File: src/assert_macros.svh
// Assertion macros shared by the RTL files of the prime test block.
// Needs a clock named i_clk and an active-low reset named i_rst_n in scope.
`ifndef ASSERT_MACROS_SVH
`define ASSERT_MACROS_SVH

// The property is checked at every rising clock edge outside reset.
`define ASSERT_CLK(label, prop, msg) \
    label: assert property (@(posedge i_clk) disable iff (!i_rst_n) (prop)) \
        else $error(msg);

// The expression must never be true outside reset.
`define ASSERT_NEVER(label, expr, msg) \
    label: assert property (@(posedge i_clk) disable iff (!i_rst_n) !(expr)) \
        else $error(msg);

`endif

File: src/wtd_pkg.sv
// Package of the wheel trial-division prime test: widths, state type,
// handshake status struct and the candidate step table. No dependencies.
`default_nettype none

package wtd_pkg;

    // Magnitude bits of the tested number; the request field has a sign bit on top.
    localparam int NUM_BITS  = 53;
    localparam int IN_W      = NUM_BITS + 1;
    // Floor square root width and the even-width radicand it is taken from.
    localparam int ROOT_W    = (NUM_BITS + 1) / 2;
    localparam int SQ_W      = 2 * ROOT_W;
    // A candidate can pass the root by at most one wheel step, hence one bit more.
    localparam int CAND_W    = ROOT_W + 1;
    localparam int SQ_CNT_W  = $clog2(ROOT_W + 1);
    localparam int DV_CNT_W  = $clog2(NUM_BITS + 1);

    // Divisor sequence: 3 and 5 first, then the eight wheel slots, repeating.
    localparam int SLOT_W = 4;
    localparam logic [SLOT_W-1:0] SLOT_THREE       = 4'd0;
    localparam logic [SLOT_W-1:0] SLOT_FIRST_WHEEL = 4'd2;
    localparam logic [SLOT_W-1:0] SLOT_LAST        = 4'd9;
    localparam logic [CAND_W-1:0] CAND_FIRST       = CAND_W'(3);

    typedef enum logic [2:0] {
        S_IDLE,
        S_ROOT,
        S_TRY,
        S_WAIT,
        S_DONE
    } t_state;

    typedef struct packed {
        logic busy;
        logic done;
    } t_seq_sts;

    // Distance from the candidate of a slot to the next candidate.
    function automatic logic [2:0] f_cand_step(input logic [SLOT_W-1:0] slot);
        logic [2:0] step;
        case (slot)
            4'd0:    step = 3'd2; // 3 -> 5
            4'd1:    step = 3'd2; // 5 -> 7
            4'd2:    step = 3'd4; // 7 -> 11
            4'd3:    step = 3'd2; // 11 -> 13
            4'd4:    step = 3'd4; // 13 -> 17
            4'd5:    step = 3'd2; // 17 -> 19
            4'd6:    step = 3'd4; // 19 -> 23
            4'd7:    step = 3'd6; // 23 -> 29
            4'd8:    step = 3'd2; // 29 -> 31
            4'd9:    step = 3'd6; // 31 -> 37 of the next turn
            default: step = 3'd2;
        endcase
        return step;
    endfunction

endpackage

`default_nettype wire

File: src/wtd_if.sv
// Request and response channel interfaces of the prime test block.
// Depends on wtd_pkg for the field widths.
`default_nettype none

interface wtd_in_if import wtd_pkg::*; ();
    logic                   valid;
    logic                   ready;
    logic signed [IN_W-1:0] number;

    modport source (output valid, output number, input ready);
    modport sink   (input valid, input number, output ready);
endinterface

interface wtd_out_if;
    logic valid;
    logic ready;
    logic is_prime;

    modport source (output valid, output is_prime, input ready);
    modport sink   (input valid, input is_prime, output ready);
endinterface

`default_nettype wire

File: src/wtd_sqrt.sv
// Bit-serial exact floor square root, one root bit per cycle.
// Depends on wtd_pkg.
`default_nettype none

module wtd_sqrt import wtd_pkg::*; (
    input  wire logic                i_clk,
    input  wire logic                i_rst_n,
    input  wire logic                i_start,
    input  wire logic [NUM_BITS-1:0] i_num,
    output t_seq_sts                 o_sts,
    output logic      [ROOT_W-1:0]   o_root
);

    logic [SQ_W-1:0]     r_sh;
    logic [ROOT_W:0]     r_rem;
    logic [ROOT_W-1:0]   r_root;
    logic [SQ_CNT_W-1:0] r_cnt;
    logic                r_done;

    logic [ROOT_W+2:0] w_part;
    logic [ROOT_W+2:0] w_trial;
    logic              w_fit;

    // Bring down the next two radicand bits and try the root bit as one.
    assign w_part  = {r_rem, r_sh[SQ_W-1 -: 2]};
    assign w_trial = {1'b0, r_root, 2'b01};
    assign w_fit   = (w_part >= w_trial);

    always_ff @(posedge i_clk) begin
        if (!i_rst_n) begin
            r_cnt  <= '0;
            r_done <= 1'b0;
        end else begin
            r_done <= (r_cnt == SQ_CNT_W'(1));
            if (i_start) begin
                r_cnt <= SQ_CNT_W'(ROOT_W);
            end else if (r_cnt != '0) begin
                r_cnt <= r_cnt - SQ_CNT_W'(1);
            end
        end
    end

    always_ff @(posedge i_clk) begin
        if (i_start) begin
            r_sh   <= SQ_W'(i_num);
            r_rem  <= '0;
            r_root <= '0;
        end else if (r_cnt != '0) begin
            r_sh <= {r_sh[SQ_W-3:0], 2'b00};
            if (w_fit) begin
                r_rem  <= (ROOT_W+1)'(w_part - w_trial);
                r_root <= {r_root[ROOT_W-2:0], 1'b1};
            end else begin
                r_rem  <= w_part[ROOT_W:0];
                r_root <= {r_root[ROOT_W-2:0], 1'b0};
            end
        end
    end

    assign o_sts.busy = (r_cnt != '0);
    assign o_sts.done = r_done;
    assign o_root     = r_root;

endmodule

`default_nettype wire

File: src/wtd_rem.sv
// Bit-serial restoring remainder unit: one dividend bit per cycle, MSB first.
// Depends on wtd_pkg.
`default_nettype none

module wtd_rem import wtd_pkg::*; (
    input  wire logic                i_clk,
    input  wire logic                i_rst_n,
    input  wire logic                i_start,
    input  wire logic [NUM_BITS-1:0] i_num,
    input  wire logic [CAND_W-1:0]   i_div,
    output t_seq_sts                 o_sts,
    output logic                     o_zero
);

    logic [NUM_BITS-1:0] r_sh;
    logic [CAND_W-1:0]   r_rem;
    logic [CAND_W-1:0]   r_div;
    logic [DV_CNT_W-1:0] r_cnt;
    logic                r_done;

    logic [CAND_W:0] w_part;
    logic [CAND_W:0] w_div;

    assign w_part = {r_rem, r_sh[NUM_BITS-1]};
    assign w_div  = {1'b0, r_div};

    always_ff @(posedge i_clk) begin
        if (!i_rst_n) begin
            r_cnt  <= '0;
            r_done <= 1'b0;
        end else begin
            r_done <= (r_cnt == DV_CNT_W'(1));
            if (i_start) begin
                r_cnt <= DV_CNT_W'(NUM_BITS);
            end else if (r_cnt != '0) begin
                r_cnt <= r_cnt - DV_CNT_W'(1);
            end
        end
    end

    always_ff @(posedge i_clk) begin
        if (i_start) begin
            r_sh  <= i_num;
            r_rem <= '0;
            r_div <= i_div;
        end else if (r_cnt != '0) begin
            r_sh <= {r_sh[NUM_BITS-2:0], 1'b0};
            if (w_part >= w_div) begin
                r_rem <= CAND_W'(w_part - w_div);
            end else begin
                r_rem <= w_part[CAND_W-1:0];
            end
        end
    end

    assign o_sts.busy = (r_cnt != '0);
    assign o_sts.done = r_done;
    assign o_zero     = (r_rem == '0);

endmodule

`default_nettype wire

File: src/wheel_trial_division_prime_test_top.sv
// Wheel-30 trial-division prime test. A request carries one signed number; the
// block answers with one response whose is_prime bit is 1 when the number is
// prime. Negative values, zero and one are not prime; 2, 3 and 5 are prime and
// other even numbers are not; these cases are settled on acceptance. Any other
// value first has its exact floor square root taken bit-serially (ROOT_W = 27
// steps), and is then divided by 3, 5 and the wheel candidates 30i + 7, 11,
// 13, 17, 19, 23, 29, 31 in turn, up to that root. Each trial division goes
// through a restoring remainder unit that consumes one dividend bit per cycle.
// The first candidate that divides the number ends the search with a not-prime
// answer. One number is worked on at a time. The answer sits in an output
// register, so a new request is taken as soon as the search has handed its
// result over, even while the previous response still waits to be taken.
// Depends on wtd_pkg, wtd_if, wtd_sqrt, wtd_rem and assert_macros.svh.
`default_nettype none
`include "assert_macros.svh"

module wheel_trial_division_prime_test_top import wtd_pkg::*; (
    input  wire logic i_clk,
    input  wire logic i_rst_n,
    wtd_in_if.sink    i_req,
    wtd_out_if.source o_rsp
);

    t_state r_state;
    t_state n_state;

    // The magnitude of the number under test and the search position.
    logic [NUM_BITS-1:0] r_num;
    logic [CAND_W-1:0]   r_cand;
    logic [CAND_W-1:0]   n_cand;
    logic [SLOT_W-1:0]   r_slot;
    logic [SLOT_W-1:0]   n_slot;
    logic                r_res;
    logic                n_res;

    // Output register.
    logic r_out_valid;
    logic r_out_prime;

    logic                w_accept;
    logic [NUM_BITS-1:0] w_mag;
    logic                w_neg;
    logic                w_quick;
    logic                w_quick_res;
    logic                w_past_root;
    logic                w_out_free;
    logic                w_sqrt_start;
    logic                w_rem_start;

    t_seq_sts          w_sqrt_sts;
    t_seq_sts          w_rem_sts;
    logic [ROOT_W-1:0] w_root;
    logic              w_rem_zero;

    assign w_accept = i_req.valid && i_req.ready;
    assign w_mag    = i_req.number[NUM_BITS-1:0];
    assign w_neg    = i_req.number[NUM_BITS];

    // Cases answered without any division: negatives, values below two,
    // the small primes two, three and five, and every other even value.
    always_comb begin
        w_quick     = 1'b1;
        w_quick_res = 1'b0;
        if (w_neg || (w_mag[NUM_BITS-1:1] == '0)) begin
            w_quick_res = 1'b0;
        end else if ((w_mag == NUM_BITS'(2)) || (w_mag == NUM_BITS'(3))
                     || (w_mag == NUM_BITS'(5))) begin
            w_quick_res = 1'b1;
        end else if (!w_mag[0]) begin
            w_quick_res = 1'b0;
        end else begin
            w_quick = 1'b0;
        end
    end

    // The divisors 3 and 5 are always tried; wheel candidates stop at the root.
    assign w_past_root = (r_slot >= SLOT_FIRST_WHEEL) && (r_cand > {1'b0, w_root});

    assign w_out_free = !r_out_valid || o_rsp.ready;

    // Next state.
    always_comb begin
        n_state = r_state;
        case (r_state)
            S_IDLE: begin
                if (w_accept) begin
                    n_state = w_quick ? S_DONE : S_ROOT;
                end
            end
            S_ROOT: begin
                if (w_sqrt_sts.done) begin
                    n_state = S_TRY;
                end
            end
            S_TRY: begin
                n_state = w_past_root ? S_DONE : S_WAIT;
            end
            S_WAIT: begin
                if (w_rem_sts.done) begin
                    n_state = w_rem_zero ? S_DONE : S_TRY;
                end
            end
            S_DONE: begin
                if (w_out_free) begin
                    n_state = S_IDLE;
                end
            end
            default: n_state = S_IDLE;
        endcase
    end

    // Unit starts and the next search position and verdict.
    always_comb begin
        w_sqrt_start = 1'b0;
        w_rem_start  = 1'b0;
        n_cand       = r_cand;
        n_slot       = r_slot;
        n_res        = r_res;
        case (r_state)
            S_IDLE: begin
                if (w_accept) begin
                    w_sqrt_start = !w_quick;
                    n_res        = w_quick_res;
                    n_cand       = CAND_FIRST;
                    n_slot       = SLOT_THREE;
                end
            end
            S_TRY: begin
                if (w_past_root) begin
                    n_res = 1'b1;
                end else begin
                    w_rem_start = 1'b1;
                end
            end
            S_WAIT: begin
                if (w_rem_sts.done) begin
                    if (w_rem_zero) begin
                        n_res = 1'b0;
                    end else begin
                        n_cand = r_cand + CAND_W'(f_cand_step(r_slot));
                        n_slot = (r_slot == SLOT_LAST) ? SLOT_FIRST_WHEEL
                                                       : r_slot + SLOT_W'(1);
                    end
                end
            end
            default: begin
            end
        endcase
    end

    always_ff @(posedge i_clk) begin
        if (!i_rst_n) begin
            r_state     <= S_IDLE;
            r_out_valid <= 1'b0;
        end else begin
            r_state <= n_state;
            if ((r_state == S_DONE) && w_out_free) begin
                r_out_valid <= 1'b1;
            end else if (o_rsp.ready) begin
                r_out_valid <= 1'b0;
            end
        end
    end

    always_ff @(posedge i_clk) begin
        if (w_accept) begin
            r_num <= w_mag;
        end
        r_cand <= n_cand;
        r_slot <= n_slot;
        r_res  <= n_res;
        if ((r_state == S_DONE) && w_out_free) begin
            r_out_prime <= r_res;
        end
    end

    wtd_sqrt u_sqrt (
        .i_clk   (i_clk),
        .i_rst_n (i_rst_n),
        .i_start (w_sqrt_start),
        .i_num   (w_mag),
        .o_sts   (w_sqrt_sts),
        .o_root  (w_root)
    );

    wtd_rem u_rem (
        .i_clk   (i_clk),
        .i_rst_n (i_rst_n),
        .i_start (w_rem_start),
        .i_num   (r_num),
        .i_div   (r_cand),
        .o_sts   (w_rem_sts),
        .o_zero  (w_rem_zero)
    );

    assign i_req.ready    = (r_state == S_IDLE);
    assign o_rsp.valid    = r_out_valid;
    assign o_rsp.is_prime = r_out_prime;

    // A new request is only taken when neither serial unit is still working.
    `ASSERT_CLK(a_idle_units, i_req.ready |-> (!w_sqrt_sts.busy && !w_rem_sts.busy),
        "request accepted while a serial unit is busy")
    // The root finishes only while the controller waits for it.
    `ASSERT_CLK(a_sqrt_done, w_sqrt_sts.done |-> (r_state == S_ROOT),
        "square root finished outside the root phase")
    // A remainder finishes only while the controller waits for it.
    `ASSERT_CLK(a_rem_done, w_rem_sts.done |-> (r_state == S_WAIT),
        "remainder finished outside the division phase")
    // Every trial divisor is odd; an even one means the step table slipped.
    `ASSERT_NEVER(a_cand_odd, (r_state == S_TRY) && !r_cand[0],
        "even trial divisor")

endmodule

`default_nettype wire

File: src/flat_wrapper.sv
// flat-port wrapper written by rule: the top's interface ports become plain ports
module wheel_trial_division_prime_test_top_flat import wtd_pkg::*;
  (i_clk, i_rst_n, i_req_valid, i_req_number, i_req_ready, o_rsp_valid, o_rsp_is_prime, o_rsp_ready);
  wtd_in_if i_req_i ();
  wtd_out_if o_rsp_i ();
  input  wire logic i_clk;
  input  wire logic i_rst_n;
  input wire logic [$bits(i_req_i.valid)-1:0] i_req_valid;
  input wire logic [$bits(i_req_i.number)-1:0] i_req_number;
  output wire logic [$bits(i_req_i.ready)-1:0] i_req_ready;
  output wire logic [$bits(o_rsp_i.valid)-1:0] o_rsp_valid;
  output wire logic [$bits(o_rsp_i.is_prime)-1:0] o_rsp_is_prime;
  input wire logic [$bits(o_rsp_i.ready)-1:0] o_rsp_ready;
  assign i_req_i.valid = i_req_valid;
  assign i_req_i.number = i_req_number;
  assign i_req_ready = i_req_i.ready;
  assign o_rsp_valid = o_rsp_i.valid;
  assign o_rsp_is_prime = o_rsp_i.is_prime;
  assign o_rsp_i.ready = o_rsp_ready;
  wheel_trial_division_prime_test_top u_core (.i_clk(i_clk), .i_rst_n(i_rst_n), .i_req(i_req_i), .o_rsp(o_rsp_i));
endmodule
File: config.mk
export PLATFORM = sky130hd
export DESIGN_NAME = wheel_trial_division_prime_test_top_flat
export DESIGN_NICKNAME = d
export VERILOG_FILES = /design/src/wtd_pkg.sv /design/src/wtd_if.sv /design/src/wtd_sqrt.sv /design/src/wtd_rem.sv /design/src/wheel_trial_division_prime_test_top.sv /design/src/flat_wrapper.sv
export VERILOG_INCLUDE_DIRS = /design/src /design/src/src
export SDC_FILE = /design/constraint.sdc
export NUM_CORES = 1
export LEC_CHECK = 0
export ABC_AREA = 0
export BUFFER_PORTS_ARGS = -buffer_cell sky130_fd_sc_hd__buf_4
export CAP_MARGIN = 20
export CELL_PAD_IN_SITES_DETAIL_PLACEMENT = 2
export CELL_PAD_IN_SITES_GLOBAL_PLACEMENT = 2
export CORE_UTILIZATION = 40
export DETAILED_ROUTE_END_ITERATION = 6
export GPL_ROUTABILITY_DRIVEN = 0
export GPL_TIMING_DRIVEN = 1
export PLACE_DENSITY = 0.79
export SETUP_SLACK_MARGIN = 0.05
export SYNTH_ARGS = -nofsm -noshare
export SYNTH_HDL_FRONTEND = slang
export SYNTH_SLANG_ARGS = --single-unit
File: constraint.sdc
create_clock -name i_clk -period 7.8 [get_ports i_clk]
set_input_delay 1.56 -clock i_clk [delete_from_list [all_inputs] [get_ports i_clk]]
set_output_delay 1.56 -clock i_clk [all_outputs]
set_load 0.03 [all_outputs]
==> results.toml, run 1 <==
[clock_tree]
cts-resized-gates = 0
clkSlewWorstSetupHoldPaths_ns = 0.07
htree_num_levels = 2
buffer_levels_on_the_longest_clock_path = 3
cts_tree = "yes"
count_of_hold_buffers_inserted_by_post_cts_repair = 0
cts_root_buffer = "sky130_fd_sc_hd__clkbuf_16"
cts-buffers-inserted = 38
postCtsSetupBuffers = 0
numClockSinks = 322
clock_insertion_delay_at_the_later_pin_of_the_skew_report_ns = 0.57

[critical_path]
required_ns = 7.99
class_of_the_most_critical_setup_path = "reg -> reg"
worst_ep_arrival_time_ns = 4.75
worstSetupEndpointType = "flop"
timing.critical_path.from_type = "flop"
cp_max_fo = 67

[route]
route.detailed.wl_per_inst_um = 21.4
firstDrtPassIters = 4
drt-initial-drc-count = 638
route.final.wire_length_um = 50800
avgViaCountPerCell = 5.54
route.vias.total = 13100
remaining_design_rule_violation_count = 0
final_antenna_net_count = 0

[place]
number_of_i_o_port_buffers = 60
post-dp-hpwl_um = 35200

[yosys]
yosys-top-cells-area = "sky130_fd_sc_hd__edfxtp_1 39%, sky130_fd_sc_hd__dfxtp_1 12%, sky130_fd_sc_hd__nand2_1 10%"
synth_most_common_cell = "sky130_fd_sc_hd__nand2_1"
synth_nets = 1919
synthArstFlopShare = 0
synth_common_cells = "460 x sky130_fd_sc_hd__nand2_1, 219 x sky130_fd_sc_hd__edfxtp_1, 113 x sky130_fd_sc_hd__a21oi_1"
yosysTopAreaCellShare = 0.393
distinct_cell_type_count_of_the_synthesized_netlist = 74
ys_dominant_reg_cell = "sky130_fd_sc_hd__edfxtp_1"
avg_synthesized_cell_area_um2 = 9.49
yosys_warnings = 0
synth-edff-count = 219
mappedNetlistArea_um2 = 16700
syn_inst = 1765
synth_sequential_area_ratio = 0.516
ys_seq_elements = 322
synth_largest_area_cell = "sky130_fd_sc_hd__edfxtp_1"

[timing]
finalMaxSlewViolations = 0
min_period_over_period = 0.584
max_slew.worst_pin.slew_ns = 0.915
unrepaired_setup_endpoints_after_global_routing = "no"
slew-limit-headroom = 0.390
fin_skew_ns = 0.0240
layout_min_cycle_time_ns = 4.56
finalSetupViolCount = 0
max_freq_ghz = 0.219
final_total_negative_setup_slack_ns = 0
finalHoldViolCount = 0

[final_layout]
number_of_nets_in_the_layout = 1966
antenna_cells_inserted = 0
layout-drive-gt1-share = 0.0880
final_util = 0.463
fill_cells = 4376
synthToLayoutAreaGrowth_pct = 13.3

[power_and_ir_drop]
ir_worst_vdd_mv = 0.239
switchingPower_uw = 3610
power.share.sequential = 0.345
pwr_density_cell_nw_per_um2 = 467
clkPwrFrac = 0.206
comb_power_share = 0.449
power.static_leakage_uw = 0.00782
switching_share = 0.407
p_int_uw = 5260

[grt]
antenna_violations_before_repair = 1
grt_first_pass_wirelength_um = 81300
grt-busiest-layer = "met2"
grt_start_max_net_pins = 81
groute.layer.met3.usage = 0.0316
groute.layer.met1.usage = 0.312
grt_util_all_layers = 0.245
grt_met2_usage = 0.434
number_of_global_route_vias_before_repair = 14600
overflow = 0

[floorplanning]
initial_utilization = 0.408
num_rows = 74
boundaryPins = 61
area_of_the_die_um2 = 42700
placeableCoreArea_um2 = 41000
fp.dieW_um = 207
die_h_um = 207

[run_status]
status = "complete, no violations"

[run]
drv_cap = 0

[min_path]
hold_path.class = "reg -> reg"
## cells in the final DEF, fill, tap and decap left out, drive strengths merged, types with 22 or more instances in the layout
master	synthesis	layout
clkbuf	53	52
inv	95	95
xor2	35	35
ha	94	94
nand3	30	30
o21ai	81	81
xnor2	32	32
nor3	23	23
edfxtp	219	219
nor2	98	98
nand2	460	460
nor4	25	25
a21o	32	32
buf	16	76
a211oi	26	26
a21oi	114	114
mux2i	22	22
dfxtp	103	103
## logic make-up (layout without fill, tap and decap cells)
| family | Yosys count | after routing | share of synthesized area |
|---|---|---|---|
| AO/OA/AOI/OAI | 355 | 355 | 0.132 |
| XOR/XNOR | 67 | 67 | 0.0350 |
| adder cells (fa/ha/maj) | 97 | 97 | 0.0732 |
| buffers and inverters | 164 | 240 | 0.0391 |
| flip-flops | 322 | 322 | 0.516 |
| multiplexers | 25 | 25 | 0.0152 |
| AND/OR/NAND/NOR | 735 | 735 | 0.189 |
## registers in the layout (all words and copies together), names as in the netlist, named ones only
register and cells:
u_core.u_sqrt.r_sh 54, u_core.r_num 53, u_core.u_rem.r_sh 53, u_core.u_rem.r_rem 28, u_core.u_sqrt.r_rem 28, u_core.r_cand 27, u_core.u_rem.r_div 27, u_core.u_sqrt.o_root 27
u_core.u_rem.r_cnt 6, u_core.u_sqrt.r_cnt 5, u_core.r_slot 4, u_core.r_state 3, u_core.o_rsp.is_prime 1, u_core.o_rsp.valid 1, u_core.r_res 1, u_core.u_rem.r_done 1
u_core.u_sqrt.r_done 1
## path summary, 6_finish.rpt
check / startpoint / end / slack [ns] / cells past startpoint
worst max-delay path: u_core.r_cand[21] / u_core.u_rem.r_div[10] / 3.24 / 11
worst min-delay path: u_core.r_res / u_core.o_rsp.is_prime / 0.43 / 0
worst max register to register: u_core.r_cand[21] / u_core.u_rem.r_div[10] / 3.24 / 11
worst min register to register: u_core.r_res / u_core.o_rsp.is_prime / 0.43 / 0
## critical path: stages (launching register included)
cell and delay, ns:
sky130_fd_sc_hd__edfxtp_1 0.50, sky130_fd_sc_hd__ha_1 0.34, sky130_fd_sc_hd__a21o_1 0.18, sky130_fd_sc_hd__a21o_1 0.18, sky130_fd_sc_hd__a21oi_1 0.19, sky130_fd_sc_hd__o21a_1 0.15
sky130_fd_sc_hd__o21ai_0 0.10, sky130_fd_sc_hd__o21ai_0 0.60, sky130_fd_sc_hd__nand2_2 0.17, sky130_fd_sc_hd__buf_4 0.40, sky130_fd_sc_hd__inv_4 0.71, sky130_fd_sc_hd__buf_4 0.54
## layout make-up
cell class / count / area, µm² / share of cell area
Multi-Input combinational cell: 1279 / 7480 / 0.394
Inverter: 95 / 359 / 0.0189
Tap cell: 532 / 666 / 0.0351
Clock inverter: 17 / 214 / 0.0113
Timing Repair Buffer: 76 / 568 / 0.0299
Clock buffer: 52 / 1040 / 0.0551
Sequential cell: 322 / 8640 / 0.455
## routing by layer
metal	share of wire	wire (µm)	vias up
met2	0.51	25900	115
met3	0.023	1180	69
met5	0.00026	13	-
li1	-	-	6305
met4	0.020	995	2
met1	0.45	22700	6653
## stage by stage
stage	setup WS [ns]	cell area, µm²	hold WS, ns	std cells	total power, µW
2_1_floorplan	2.55	16700	0.400	1765	5870
3_3_place_gp	2.48	17700	0.404	2303	6720
3_5_place_dp	3.03	17700	0.408	2304	7030
4_1_cts	3.13	19000	0.435	2373	8960
5_1_grt	2.98	19000	0.440	2373	9540
6_report	3.24	19000	0.425	2373	8870
## power by group through the flow
stage          Clock, µW  Combinational (µW)  Sequential, µW
2_1_floorplan          0                2950            2920
3_3_place_gp           0                3690            3040
3_5_place_dp           0                3950            3070
4_1_cts             1870                4030            3070
5_1_grt             1920                4490            3130
6_report            1820                3980            3060
Note: power is estimated with default switching activity, not from simulation.
==> run 2: changes to the inputs <==
clock period = 4.2 ns   (was 7.8 ns; I/O delays follow)
==> run 2 against run 1 <==
Final area grew 1.0%. Maximum frequency grew 29%. Worst setup slack lost 2.6 ns. Non-clock buffer count grew 14. Clock-buffer cell count shrank 1. Sequential share of layout area shrank 0.46 points. Total power grew 88%. Register-to-register slack lost 2.6 ns. Clock skew shrank 0.0030 ns. Largest power group unchanged.
==> results.toml, run 2 (synthesis results as in run 1) <==
[run_status]
status = "complete, no violations"

[grt]
grt_start_max_net_pins = 79
antenna_violations_before_repair = 0
overflow = 0
grt_first_pass_wirelength_um = 82000
number_of_global_route_vias_before_repair = 14600
grt_util_all_layers = 0.249

[final_layout]
layout-drive-gt1-share = 0.0954
number_of_nets_in_the_layout = 1980
fill_cells = 4357
reg.largest.list = "u_core.u_sqrt.r_sh x54, u_core.r_num x53, u_core.u_rem.r_sh x53"
multi_input_comb_area_um2 = 7480
synthToLayoutAreaGrowth_pct = 14.4
layout.area.seq_um2 = 8640
regMostFlops = "u_core.u_sqrt.r_sh"
most_used_cells_in_the_layout_excluding_fill_and_tap_cells = "456 x sky130_fd_sc_hd__nand2_1, 219 x sky130_fd_sc_hd__edfxtp_1, 113 x sky130_fd_sc_hd__a21oi_1, 103 x sky130_fd_sc_hd__dfxtp_1, 97 x sky130_fd_sc_hd__nor2_1"
commonest_non_fill_non_tap_cell_in_the_layout = "sky130_fd_sc_hd__nand2_1"
antenna_cells_inserted = 0
layout.cells.non_filler = 2387
largest_reg_flops = 54

[clock_tree]
htree_num_levels = 2
numClockSinks = 322
cts-resized-gates = 0
cts_root_buffer = "sky130_fd_sc_hd__clkbuf_16"
cts-buffers-inserted = 38
count_of_hold_buffers_inserted_by_post_cts_repair = 0
buffer_levels_on_the_longest_clock_path = 3
cts_tree = "yes"
clkSlewWorstSetupHoldPaths_ns = 0.06
postCtsSetupBuffers = 0
clock_insertion_delay_at_the_later_pin_of_the_skew_report_ns = 0.56

[critical_path]
worstSetupEndpointType = "flop"
cp_max_fo = 40
timing.critical_path.from_type = "flop"
worst_ep_arrival_time_ns = 3.98
register_to_register_setup_slack_ns = 0.67
class_of_the_most_critical_setup_path = "reg -> reg"
required_ns = 4.64

[route]
avgViaCountPerCell = 5.59
final_antenna_net_count = 0
drt-initial-drc-count = 510
route.detailed.wl_per_inst_um = 21.7
met3_wirelength_um = 1430
highest_layer = "met4"
route.vias.total = 13300
remaining_design_rule_violation_count = 0
detailroute.wirelength.met2_um = 26300
firstDrtPassIters = 7
wl_met1_um = 23000
route.final.wire_length_um = 51800

[power_and_ir_drop]
report.power.total_uw = 16600
power.static_leakage_uw = 0.00793
ir_worst_vdd_mv = 0.372
pwr_density_cell_nw_per_um2 = 868

[place]
number_of_i_o_port_buffers = 60
post-dp-hpwl_um = 35800
placed_cells_incl_taps = 2318

[timing]
min_period_over_period = 0.841
finalSetupViolCount = 0
finalMaxSlewViolations = 0
max_freq_ghz = 0.283
hold-worst-slack_ns = 0.470
slew-limit-headroom = 0.485
unrepaired_setup_endpoints_after_global_routing = "no"
max_slew.worst_pin.slew_ns = 0.772
finalHoldViolCount = 0
fin_skew_ns = 0.0210
layout_min_cycle_time_ns = 3.53
final_total_negative_setup_slack_ns = 0

[min_path]
hold_path.class = "reg -> reg"

[run]
drv_cap = 0

[floorplanning]
initial_utilization = 0.408
fp.dieW_um = 207
area_of_the_die_um2 = 42700
placeableCoreArea_um2 = 41000
die_h_um = 207
boundaryPins = 61
num_rows = 74
## run 2: area by class of cell
type / count / share of cell area
timing repair buffer: 90 / 0.0376
sequential: 322 / 0.451
inverter: 95 / 0.0189
clock buffer: 51 / 0.0548
clock inverter: 18 / 0.0127
multi-input combinational: 1279 / 0.390
tap: 532 / 0.0347
## run 2: metrics by stage
step	setup WS [ns]	cell area, µm²	util
after detailed placement	0.444	17900	0.436
after global routing	0.463	19200	0.467
final	0.667	19200	0.467
after global placement	0.523	17800	0.435
after CTS	0.657	19200	0.467
after floorplan	0.238	16800	-
## run 2: worst max-delay path, stage by stage (launching register included)
cell                        delay [ns]
sky130_fd_sc_hd__dfxtp_1          0.38
sky130_fd_sc_hd__ha_1             0.42
sky130_fd_sc_hd__nand3_1          0.13
sky130_fd_sc_hd__o22ai_1          0.37
sky130_fd_sc_hd__o2111ai_1        0.18
sky130_fd_sc_hd__a41oi_1          0.33
sky130_fd_sc_hd__o21ai_0          0.13
sky130_fd_sc_hd__buf_4            0.18
sky130_fd_sc_hd__o21ai_4          0.30
sky130_fd_sc_hd__buf_4            0.47
sky130_fd_sc_hd__mux2i_1          0.19
sky130_fd_sc_hd__a211oi_1         0.32
## run 2: routing by layer
| layer | vias to the layer above | global-route usage |
|---|---|---|
| li1 | 6335 | - |
| met1 | 6770 | 0.317 |
| met2 | 154 | 0.438 |
| met3 | 85 | 0.0381 |
| met4 | 0 | 0.0614 |
| met5 | - | 0 |
## run 2: final timing paths
kind | startpoint | depth (start not counted) | end
setup / recovery | u_core.u_rem.r_rem[1] | 11 | u_core.u_rem.r_rem[1]
hold / removal | u_core.u_sqrt.o_root[4] | 2 | u_core.u_sqrt.o_root[4]
setup reg to reg | u_core.u_rem.r_rem[1] | 11 | u_core.u_rem.r_rem[1]
hold reg to reg | u_core.u_sqrt.o_root[4] | 2 | u_core.u_sqrt.o_root[4]
## run 2: power breakdown
part | internal (µW) | switching (µW) | leakage, µW
Clock | 2080 | 1390 | 0.000628
Sequential | 4910 | 774 | 0.00303
Combinational | 2940 | 4560 | 0.00427
==> run 3: changes to the inputs <==
ABC_AREA = 1   (was 0)
CORE_UTILIZATION = 38   (was 40)
PLACE_DENSITY = 0.8   (was 0.79)
clock period = 3.35 ns   (was 4.2 ns; I/O delays follow)
==> run 3 against run 2 <==
Core utilization fell by 2.8 points. Maximum frequency grew 21%. Die area is 16% higher. Total power increased by 42%. Cell count rose by 30%. Synthesized area rose by 11%. Clock-buffer cell count grew 2. Final area grew 9.6%. First-iteration DRC count rose by 26%. Clock skew rose by 0.014 ns. Worst setup slack worse by 0.23 ns.
==> results.toml, run 3 <==
[run_status]
status = "complete, no violations"

[yosys]
synth_largest_area_cell = "sky130_fd_sc_hd__edfxtp_1"
yosys-top-cells-area = "sky130_fd_sc_hd__edfxtp_1 36%, sky130_fd_sc_hd__nand2_1 17%, sky130_fd_sc_hd__dfxtp_1 11%"
ys_seq_elements = 322
synth_common_cells = "845 x sky130_fd_sc_hd__nand2_1, 301 x sky130_fd_sc_hd__inv_1, 249 x sky130_fd_sc_hd__nor2_1"
avg_synthesized_cell_area_um2 = 7.72
mappedNetlistArea_um2 = 18500
ys_dominant_reg_cell = "sky130_fd_sc_hd__edfxtp_1"
synth-edff-count = 219
syn_inst = 2397
synth_sequential_area_ratio = 0.467
yosys_warnings = 0
synthArstFlopShare = 0
synth_most_common_cell = "sky130_fd_sc_hd__nand2_1"
synth_nets = 2551
yosysTopAreaCellShare = 0.355
distinct_cell_type_count_of_the_synthesized_netlist = 49

[critical_path]
cp_slowest_cell = "sky130_fd_sc_hd__edfxtp_1"
worst_ep_arrival_time_ns = 3.23
timing.critical_path.from_type = "flop"
cpPeakStageDelay_ns = 0.44
crit_chain = "ha_1 > inv_1 > fa_1 > inv_1 > nand2_1 > nor3_2 > nand2_1 > nor2_1 > nand3_1 > nor2_1 > nand2_1 > nor2_1 > a21oi_1 > o21a_1"
required_ns = 3.66
class_of_the_most_critical_setup_path = "reg -> reg"
cp_max_fo = 3
worstSetupEndpointType = "flop"

[floorplanning]
num_rows = 80
area_of_the_die_um2 = 49600
fp.dieW_um = 223
boundaryPins = 61
die_h_um = 223
placeableCoreArea_um2 = 47800
initial_utilization = 0.387

[timing]
max_freq_ghz = 0.343
finalMaxSlewViolations = 0
min_period_over_period = 0.871
finalSetupViolCount = 0
max_slew.worst_pin.slew_ns = 0.820
slew-limit-headroom = 0.447
finalHoldViolCount = 0
unrepaired_setup_endpoints_after_global_routing = "no"
final_total_negative_setup_slack_ns = 0
fin_skew_ns = 0.0348
layout_min_cycle_time_ns = 2.92

[route]
route.vias.total = 16400
avgViaCountPerCell = 5.29
firstDrtPassIters = 4
remaining_design_rule_violation_count = 0
route.detailed.wl_per_inst_um = 21.1
final_antenna_net_count = 0
drt-initial-drc-count = 642
route.final.wire_length_um = 65700

[clock_tree]
cts-resized-gates = 0
cts_root_buffer = "sky130_fd_sc_hd__clkbuf_16"
clkSlewWorstSetupHoldPaths_ns = 0.07
cts_tree = "yes"
htree_num_levels = 2
postCtsSetupBuffers = 0
buffer_levels_on_the_longest_clock_path = 3
cts-buffers-inserted = 39
numClockSinks = 322
count_of_hold_buffers_inserted_by_post_cts_repair = 0
clock_insertion_delay_at_the_later_pin_of_the_skew_report_ns = 0.57

[final_layout]
layout-drive-gt1-share = 0.0750
final_util = 0.439
synthToLayoutAreaGrowth_pct = 13.5
fill_cells = 5478
reg.largest.list = "u_core.u_sqrt.r_sh x54, u_core.r_num x53, u_core.u_rem.r_sh x53"
antenna_cells_inserted = 0
number_of_nets_in_the_layout = 2616
largest_reg_flops = 54
most_used_cells_in_the_layout_excluding_fill_and_tap_cells = "843 x sky130_fd_sc_hd__nand2_1, 298 x sky130_fd_sc_hd__inv_1, 248 x sky130_fd_sc_hd__nor2_1, 219 x sky130_fd_sc_hd__edfxtp_1, 139 x sky130_fd_sc_hd__nand3_1"
regMostFlops = "u_core.u_sqrt.r_sh"
commonest_non_fill_non_tap_cell_in_the_layout = "sky130_fd_sc_hd__nand2_1"

[place]
number_of_i_o_port_buffers = 60
post-dp-hpwl_um = 47300

[grt]
number_of_global_route_vias_before_repair = 18500
grt_start_max_net_pins = 68
antenna_violations_before_repair = 0
grt_first_pass_wirelength_um = 104000
grt_util_all_layers = 0.267
overflow = 0

[power_and_ir_drop]
report.power.total_uw = 23700
ir_worst_vdd_mv = 0.561
power.static_leakage_uw = 0.00998
pwr_density_cell_nw_per_um2 = 1130

[run]
drv_cap = 0

[min_path]
hold_path.class = "in -> reg"
[run 3: changes by cell type in the layout (fill, tap and decap cells not counted), sizes merged, moves of 17 or more]
cell	delta
and3	-19
nor2	+160
xnor2	-26
nand3	+112
nand4	+35
a21oi	-19
nor4	-17
a21o	-26
a31oi	-17
inv	+211
nand2	+391
mux2i	-22
[run 3: path summary, 6_finish.rpt]
| path | start | end | slack [ns] | cells after the start |
|---|---|---|---|---|
| setup / recovery | u_core.r_cand[1] | u_core.r_cand[19] | 0.43 | 14 |
| hold / removal | i_req_number[18] | u_core.r_num[18] | 0.29 | 1 |
| setup reg to reg | u_core.r_cand[1] | u_core.r_cand[19] | 0.43 | 14 |
| hold reg to reg | u_core.r_res | u_core.o_rsp.is_prime | 0.44 | 0 |
[run 3: worst max-delay path: cells and delay by family, from the launching register on]
kind	cells	cell delay, ns
AND/OR/NAND/NOR	8	1.26
adder cells (fa/ha/maj)	2	0.58
AO/OA/AOI/OAI	2	0.21
buffers and inverters	2	0.16
flip-flops	1	0.44
[run 3: per-layer routing]
metal	global-route usage	wire, µm
met5	0	0
met4	0.0881	1940
met3	0.0288	1460
met2	0.489	33600
met1	0.324	28600
[run 3: power by group]
group	switching (µW)	leakage, µW	internal (µW)	total (µW)
combinational	8210	0.00630	3770	12000
sequential	1020	0.00305	6270	7290
clock	1810	0.000634	2570	4380
total	11000	0.00998	12600	23700
[run 3: cell families after synthesis]
kind of cell,count (synthesis),synth area share
AND/OR/NAND/NOR,1358,0.305
XOR/XNOR,33,0.0156
adder cells (fa/ha/maj),96,0.0657
AO/OA/AOI/OAI,222,0.0677
flip-flops,322,0.467
buffers and inverters,366,0.0791
[run 3: layout make-up]
| class | instances | area (µm²) | area share |
|---|---|---|---|
| sequential | 322 | 8640 | 0.411 |
| multi-input combinational | 1709 | 8420 | 0.401 |
| inverter | 304 | 1140 | 0.0544 |
| clock buffer | 53 | 1110 | 0.0528 |
| tap | 615 | 769 | 0.0366 |
| timing repair buffer | 86 | 733 | 0.0349 |
| clock inverter | 19 | 196 | 0.00935 |
[run 3: metrics by stage]
step / hold slack (ns) / area [µm²] / std cells / worst slack [ns]
after CTS: 0.270 / 21000 / 3108 / 0.398
after global placement: 0.403 / 19700 / 3036 / 0.430
after floorplan: 0.400 / 18500 / 2397 / 0.238
final: 0.295 / 21000 / 3108 / 0.432
after detailed placement: 0.420 / 19700 / 3036 / 0.318
after global routing: 0.285 / 21000 / 3108 / 0.220
